## config.mk

```make
export PLATFORM = sky130hd
export DESIGN_NAME = hsv_to_rgb565_converter
export DESIGN_NICKNAME = d
export VERILOG_FILES = /design/src/rtl/hsv565_pkg.sv /design/src/rtl/hsv_to_rgb565_converter.sv /design/src/rtl/hsv565_datapath.sv
export SDC_FILE = /design/constraint.sdc
export NUM_CORES = 1
export LEC_CHECK = 0
export CAP_MARGIN = 10
export CORE_MARGIN = 5
export CORE_UTILIZATION = 30
export DETAILED_ROUTE_END_ITERATION = 8
export DONT_BUFFER_PORTS = 1
export PLACE_DENSITY = 0.43
export SYNTH_ARGS = -nofsm -noshare
export SYNTH_HDL_FRONTEND = slang
export SYNTH_SLANG_ARGS = --single-unit
```

## constraint.sdc

```tcl
create_clock -name clock -period 7.75 [get_ports clock]
set_clock_uncertainty 0.1 [all_clocks]
set_input_delay 0 -clock clock [delete_from_list [all_inputs] [get_ports clock]]
set_output_delay 0 -clock clock [all_outputs]
set_load 0.1 [all_outputs]
```

## src/rtl/hsv565_pkg.sv

```systemverilog
// ----------------------------------------------------------------------------
// hsv565_pkg
// Shared widths, arithmetic constants and the hue sector type for the HSV to
// RGB565 converter.
// ----------------------------------------------------------------------------
package hsv565_pkg;

   localparam int HUE_W   = 16;
   localparam int SAT_W   = 16;
   localparam int LEVEL_W = 8;
   localparam int PIXEL_W = 16;

   // Request data: hue, saturation, brightness from the lowest bit up.
   localparam int REQ_DATA_W = 40;
   localparam int RSP_DATA_W = 16;

   localparam logic [8:0] HUE_CYCLE   = 9'd360;
   localparam logic [5:0] SECTOR_SPAN = 6'd60;
   localparam logic [7:0] LEVEL_MAX   = 8'hFF;

   // The quotient of hue by 360 is estimated as (hue * 5825) >> 21.
   // The estimate is exact or one too small, and the remainder fixes it.
   localparam logic [12:0] RECIP_HUE       = 13'd5825;
   localparam int          RECIP_HUE_SHIFT = 21;

   // A 16-bit product divided by 255 is (x * 32897) >> 23, exact.
   localparam logic [15:0] RECIP_LEVEL       = 16'd32897;
   localparam int          RECIP_LEVEL_SHIFT = 23;

   // A product of up to 15300 divided by 60 is (y * 17477) >> 20, exact.
   localparam logic [14:0] RECIP_SPAN       = 15'd17477;
   localparam int          RECIP_SPAN_SHIFT = 20;

   typedef enum logic [2:0] {
      SEC_RED     = 3'd0,
      SEC_YELLOW  = 3'd1,
      SEC_GREEN   = 3'd2,
      SEC_CYAN    = 3'd3,
      SEC_BLUE    = 3'd4,
      SEC_MAGENTA = 3'd5
   } sector_type;

endpackage

```

## src/rtl/hsv_to_rgb565_converter.sv

```systemverilog
// ----------------------------------------------------------------------------
// hsv_to_rgb565_converter
// A request transfer passes the stage 1, 2, 3 and pixel registers on its way to
// its response, and one pixel is taken every cycle while no response waits;
// the four-stage datapath holds as a whole while a response waits. Reset
// clears the stage valid bits, the pipeline's data registers keep their contents.
// ----------------------------------------------------------------------------
module hsv_to_rgb565_converter (
   input  logic                                clock,
   input  logic                                reset,
   input  logic                                req_tvalid,
   output logic                                req_tready,
   // hue [15:0], saturation [31:16], brightness [39:32]
   input  logic [hsv565_pkg::REQ_DATA_W-1:0]   req_tdata,
   output logic                                rsp_tvalid,
   input  logic                                rsp_tready,
   // pixel_rgb565 [15:0]
   output logic [hsv565_pkg::RSP_DATA_W-1:0]   rsp_tdata
);
   import hsv565_pkg::*;

   logic       advance;
   logic [3:0] valid_ff;
   logic [3:0] valid_in;

   assign advance    = !valid_ff[3] || rsp_tready;
   assign req_tready = advance;
   assign valid_in   = {valid_ff[2:0], req_tvalid};

   always_ff @(posedge clock) begin
      if (reset) begin
         valid_ff <= '0;
      end else if (advance) begin
         valid_ff <= valid_in;
      end
   end

   hsv565_datapath u_datapath (
      .clock        (clock),
      .advance      (advance),
      .hue          (req_tdata[HUE_W-1:0]),
      .saturation   (req_tdata[HUE_W +: SAT_W]),
      .brightness   (req_tdata[HUE_W+SAT_W +: LEVEL_W]),
      .pixel_rgb565 (rsp_tdata)
   );

   assign rsp_tvalid = valid_ff[3];

endmodule

```

## src/rtl/hsv565_datapath.sv

```systemverilog
// ----------------------------------------------------------------------------
// hsv565_datapath
// Four-stage conversion pipeline that advances on a common enable: hue
// reduction and level product, then degree and low level, then sector and
// interpolation product, then the packed pixel.
// ----------------------------------------------------------------------------
module hsv565_datapath (
   input  logic                               clock,
   input  logic                               advance,
   input  logic [hsv565_pkg::HUE_W-1:0]       hue,
   input  logic [hsv565_pkg::SAT_W-1:0]       saturation,
   input  logic [hsv565_pkg::LEVEL_W-1:0]     brightness,
   output logic [hsv565_pkg::PIXEL_W-1:0]     pixel_rgb565
);
   import hsv565_pkg::*;

   logic [7:0]       sat_clamp;
   logic [28:0]      hue_prod;
   logic [15:0]      dim_prod;

   logic [HUE_W-1:0] s1_hue_ff;
   logic [7:0]       s1_quot_ff;
   logic [15:0]      s1_dim_ff;
   logic [7:0]       s1_val_ff;

   logic [16:0]      hue_sub;
   logic [9:0]       deg_raw;
   logic [8:0]       deg;
   logic [31:0]      low_prod;

   logic [8:0]       s2_deg_ff;
   logic [7:0]       s2_low_ff;
   logic [7:0]       s2_val_ff;

   sector_type       sector;
   logic [8:0]       sector_base;
   logic [5:0]       rem;
   logic [5:0]       angle;
   logic [7:0]       span;
   logic [13:0]      span_prod;

   sector_type       s3_sector_ff;
   logic [13:0]      s3_span_ff;
   logic [7:0]       s3_low_ff;
   logic [7:0]       s3_val_ff;

   logic [28:0]      mid_prod;
   logic [7:0]       mid;
   logic [7:0]       red;
   logic [7:0]       green;
   logic [7:0]       blue;

   logic [PIXEL_W-1:0] pixel_ff;
   logic [PIXEL_W-1:0] pixel_in;

   // Stage 1: hue quotient estimate and the (255 - s) * v product.
   always_comb begin
      sat_clamp = (|saturation[15:8]) ? LEVEL_MAX : saturation[7:0];
      hue_prod  = 29'(hue) * 29'(RECIP_HUE);
      dim_prod  = 16'(LEVEL_MAX - sat_clamp) * 16'(brightness);
   end

   always_ff @(posedge clock) begin
      if (advance) begin
         s1_hue_ff  <= hue;
         s1_quot_ff <= hue_prod[RECIP_HUE_SHIFT +: 8];
         s1_dim_ff  <= dim_prod;
         s1_val_ff  <= brightness;
      end
   end

   // Stage 2: hue modulo 360 and the low level.
   always_comb begin
      hue_sub  = 17'(s1_hue_ff) - (17'(s1_quot_ff) * 17'(HUE_CYCLE));
      deg_raw  = hue_sub[9:0];
      deg      = (deg_raw >= 10'(HUE_CYCLE)) ? 9'(deg_raw - 10'(HUE_CYCLE)) : deg_raw[8:0];
      low_prod = 32'(s1_dim_ff) * 32'(RECIP_LEVEL);
   end

   always_ff @(posedge clock) begin
      if (advance) begin
         s2_deg_ff <= deg;
         s2_low_ff <= low_prod[RECIP_LEVEL_SHIFT +: 8];
         s2_val_ff <= s1_val_ff;
      end
   end

   // Stage 3: sector, angle and the (high - low) * angle product.
   always_comb begin
      if (s2_deg_ff < 9'd60) begin
         sector = SEC_RED;
      end else if (s2_deg_ff < 9'd120) begin
         sector = SEC_YELLOW;
      end else if (s2_deg_ff < 9'd180) begin
         sector = SEC_GREEN;
      end else if (s2_deg_ff < 9'd240) begin
         sector = SEC_CYAN;
      end else if (s2_deg_ff < 9'd300) begin
         sector = SEC_BLUE;
      end else begin
         sector = SEC_MAGENTA;
      end
      sector_base = 9'(sector) * 9'(SECTOR_SPAN);
      rem         = 6'(s2_deg_ff - sector_base);
      angle       = sector[0] ? (SECTOR_SPAN - rem) : rem;
      span        = s2_val_ff - s2_low_ff;
      span_prod   = 14'(span) * 14'(angle);
   end

   always_ff @(posedge clock) begin
      if (advance) begin
         s3_sector_ff <= sector;
         s3_span_ff   <= span_prod;
         s3_low_ff    <= s2_low_ff;
         s3_val_ff    <= s2_val_ff;
      end
   end

   // Stage 4: middle level, channel arrangement and 5-6-5 packing.
   always_comb begin
      mid_prod = 29'(s3_span_ff) * 29'(RECIP_SPAN);
      mid      = s3_low_ff + mid_prod[RECIP_SPAN_SHIFT +: 8];
      case (s3_sector_ff)
         SEC_RED: begin
            red = s3_val_ff; green = mid; blue = s3_low_ff;
         end
         SEC_YELLOW: begin
            red = mid; green = s3_val_ff; blue = s3_low_ff;
         end
         SEC_GREEN: begin
            red = s3_low_ff; green = s3_val_ff; blue = mid;
         end
         SEC_CYAN: begin
            red = s3_low_ff; green = mid; blue = s3_val_ff;
         end
         SEC_BLUE: begin
            red = mid; green = s3_low_ff; blue = s3_val_ff;
         end
         default: begin
            red = s3_val_ff; green = s3_low_ff; blue = mid;
         end
      endcase
      pixel_in = {red[7:3], green[7:2], blue[7:3]};
   end

   always_ff @(posedge clock) begin
      if (advance) begin
         pixel_ff <= pixel_in;
      end
   end

   assign pixel_rgb565 = pixel_ff;

endmodule

```

==> impl_metrics.ini <==
[floorplan]
coreArea_sq_um = 47600
start_util_pct = 30.3
die_area_sq_um = 52600
die_h_um = 229
die_w_um = 229
rows = 80
io_pins = 62

[worst_setup_path]
rr_startpoint = u_datapath.s2_deg_ff[5]
slowest_stage = fa_1
path_delay_family = adder cells
crit_top_cell = a21oi_1
cp.arrival_ns = 7.17
crit_path_max_incr_delay_ns = 0.59
r2r_slack_ns = 0.65
r2r_end = u_datapath.s3_span_ff[13]
cp-start-kind = flip-flop
path_depth = 28
critPathBufInv = 4
cp-startpoint = u_datapath.s2_deg_ff[5]
cp_max_fo = 9
endpoint = u_datapath.s3_span_ff[13]
worst_setup_path_end_kind = flip-flop
worstPathRequired_ns = 7.82
worstRegToRegCells = 28
path_class = reg2reg

[routing]
wl_per_cell_um = 14.4
vias = 9271
drc = 0
vias_per_cell = 4.52
ant_nets = 0
dr.pass1.iters = 6
drtIter0Drc = 278
wl_um = 29500

[finish]
seq_area_sq_um = 3470
n_antenna_cell = 0
utilization_pct = 33.7
drive_above_1_share_pct = 3.21
area_delta_synth_final_pct = 11.0
num-fill-cells = 4841
finish.net_count = 1919
multi_input_area_sq_um = 9950

[timing]
finalCritPeriodShare_pct = 91.6
finalMaxSlewViolations = 0
fmax_mhz = 141
tns_ns = 0
setup_viol = 0
finalHoldViolations = 0
period_minus_slack_ns = 7.10
tightest_slew_ns = 1.02
rsz0062_at_grt = false
relSlewSlack_pct = 31.7

[global_route]
grt_pass1_vias = 10037
grt_pass1_wl_um = 50400
track_usage_pct = 11.6
antenna_found_initial = 1
overflow = 0
grt_max_degree = 70

[synthesis]
syn_nets = 1882
synthCells = 1384
synthFlopType = edfxtp_1
yosys_warnings = 0
async_flop_share_pct = 0
synth_edf_count = 113
yosys_register_bits = 117
synth_area_sq_um = 14400
synthDistinctLibCells = 57
ys_seq_area_share_pct = 24.0
syn_area_per_cell_sq_um = 10.4

[clocking]
clk_latency_ns = 0.42
clk_pin_slew_worst_paths_ns = 0.06
post_cts_resized = 0
post_cts_buffers = 0
htreeDepth = 4
numCtsBuffers = 17
clockBufferDepth = 2
cts_root_buf = clkbuf_16
cts_tree = done
cts.sinks = 117

[run]
cap_viol_max_count = 0

[hold_path]
hold_path.class = in2reg
hp-start = req_tdata[32]

[status]
status = completed

[placed_design]
io_buffers = 0
dpl.hpwl_um = 24600
place.gp.congestion = 0.809
## layout make-up
| type | count | share of cell area (%) |
|---|---|---|
| clock buffers | 17 | 2.65 |
| clock inverters | 15 | 1.05 |
| inverters | 265 | 6.20 |
| multi-input cells | 993 | 62.0 |
| flip-flops and latches | 117 | 21.7 |
| well taps | 615 | 4.80 |
| repair buffers | 27 | 1.61 |
## repair_timing
item                                   4_1_cts  5_1_grt
setup endpoints to repair                    0        0
endpoints found under the hold margin       26        0
hold buffers                                22        0
## worst min path at each step
stage / end / slack, ns / cells past startpoint
after global placement: valid_ff[3] / -0.03 / 1
after CTS: u_datapath.s1_dim_ff[2] / 0.06 / 4
after detailed placement: valid_ff[3] / -0.03 / 1
after floorplan: valid_ff[3] / -0.03 / 1
after global routing: u_datapath.s1_dim_ff[2] / 0.1 / 4
final: u_datapath.s1_dim_ff[2] / 0.09 / 4
## state kept, by name, indices dropped and copies added (netlist names)
| register | count |
|---|---|
| u_datapath.pixel_rgb565 | 16 |
| u_datapath.s1_dim_ff | 16 |
| u_datapath.s1_hue_ff | 10 |
| u_datapath.s1_quot_ff | 7 |
| u_datapath.s1_val_ff | 8 |
| u_datapath.s2_deg_ff | 9 |
| u_datapath.s2_low_ff | 8 |
| u_datapath.s2_val_ff | 8 |
| u_datapath.s3_low_ff | 8 |
| u_datapath.s3_sector_ff | 3 |
| u_datapath.s3_span_ff | 14 |
| u_datapath.s3_val_ff | 6 |
| valid_ff | 4 |
## per-layer routing
metal / global-route usage, % / part of all wire (%) / vias up
met5: 0 / 0 / -
met4: 2.56 / 1.2 / 0
met3: 1.77 / 2.3 / 21
met2: 19.5 / 46 / 98
met1: 15.8 / 50 / 4386
li1: - / - / 4766
## cell usage in the layout (no fill, tap or decap), types with 4 or more instances in the layout
cell type / instances
a31oi_1: 8
dfxtp_1: 4
ha_1: 321
mux2i_1: 10
clkbuf_16: 17
a22oi_1: 6
o21ai_1: 15
xor2_1: 25
a22o_1: 4
a211oi_1: 7
a21o_1: 22
or3_1: 4
o211ai_1: 4
o22a_1: 5
nor2_1: 78
o21bai_1: 10
xnor2_1: 58
fa_1: 133
and2_1: 38
nand2_1: 77
nand4_1: 5
dlygate4sd3_1: 22
o21a_1: 6
nand2b_1: 7
a21oi_1: 57
or2_2: 4
o21ai_0: 17
buf_4: 5
nor3_1: 10
edfxtp_1: 113
inv_1: 263
inv_6: 5
o22ai_1: 11
nand3_1: 10
## cells by family after synthesis
kind of cell	after synthesis	synth area share, %
and+or+nand+nor	250	8.03
muxes	10	0.693
buffers and inverters	274	7.12
AOI/OAI and AO/OA	196	8.83
DFF	117	24.0
adders and majority gates	454	46.2
xor gates and xnor gates	83	5.03
## metrics by stage
| step | std cells | setup slack [ns] | hold WS (ns) | instance area [sq um] |
|---|---|---|---|---|
| floorplan | 1384 | 1.07 | -0.0309 | 14400 |
| global placement | 1995 | 0.741 | -0.0281 | 15200 |
| detailed placement | 1995 | 0.628 | -0.0262 | 15200 |
| CTS | 2049 | 0.608 | 0.0589 | 16000 |
| global route | 2049 | 0.282 | 0.0964 | 16000 |
| finish | 2049 | 0.648 | 0.0886 | 16000 |
## worst min-delay path, stage by stage
cell	delay, ns
and2_1	0.10
ha_1	0.12
ha_1	0.15
ha_1	0.13
## cell usage after synthesis (all sizes together), types with 5 or more instances
cell	count	area share, %
a211oi	7	0.36
a21o	22	1.1
a21oi	58	2.0
a22oi	6	0.31
a31oi	8	0.35
and2	38	1.6
clkbuf	9	0.23
edfxtp	113	23
fa	133	18
ha	321	28
inv	265	6.9
mux2i	10	0.69
nand2	77	2.0
nand2b	8	0.35
nand3	10	0.35
nand4	5	0.22
nor2	78	2.0
nor3	10	0.35
o21a	6	0.31
o21ai	32	1.1
o21bai	10	0.52
o22a	5	0.30
o22ai	11	0.48
or2	5	0.22
xnor2	58	3.5
xor2	25	1.5
Power is not shown: default switching activity piles up to over one toggle a cycle in this logic, so the estimate is an artifact.
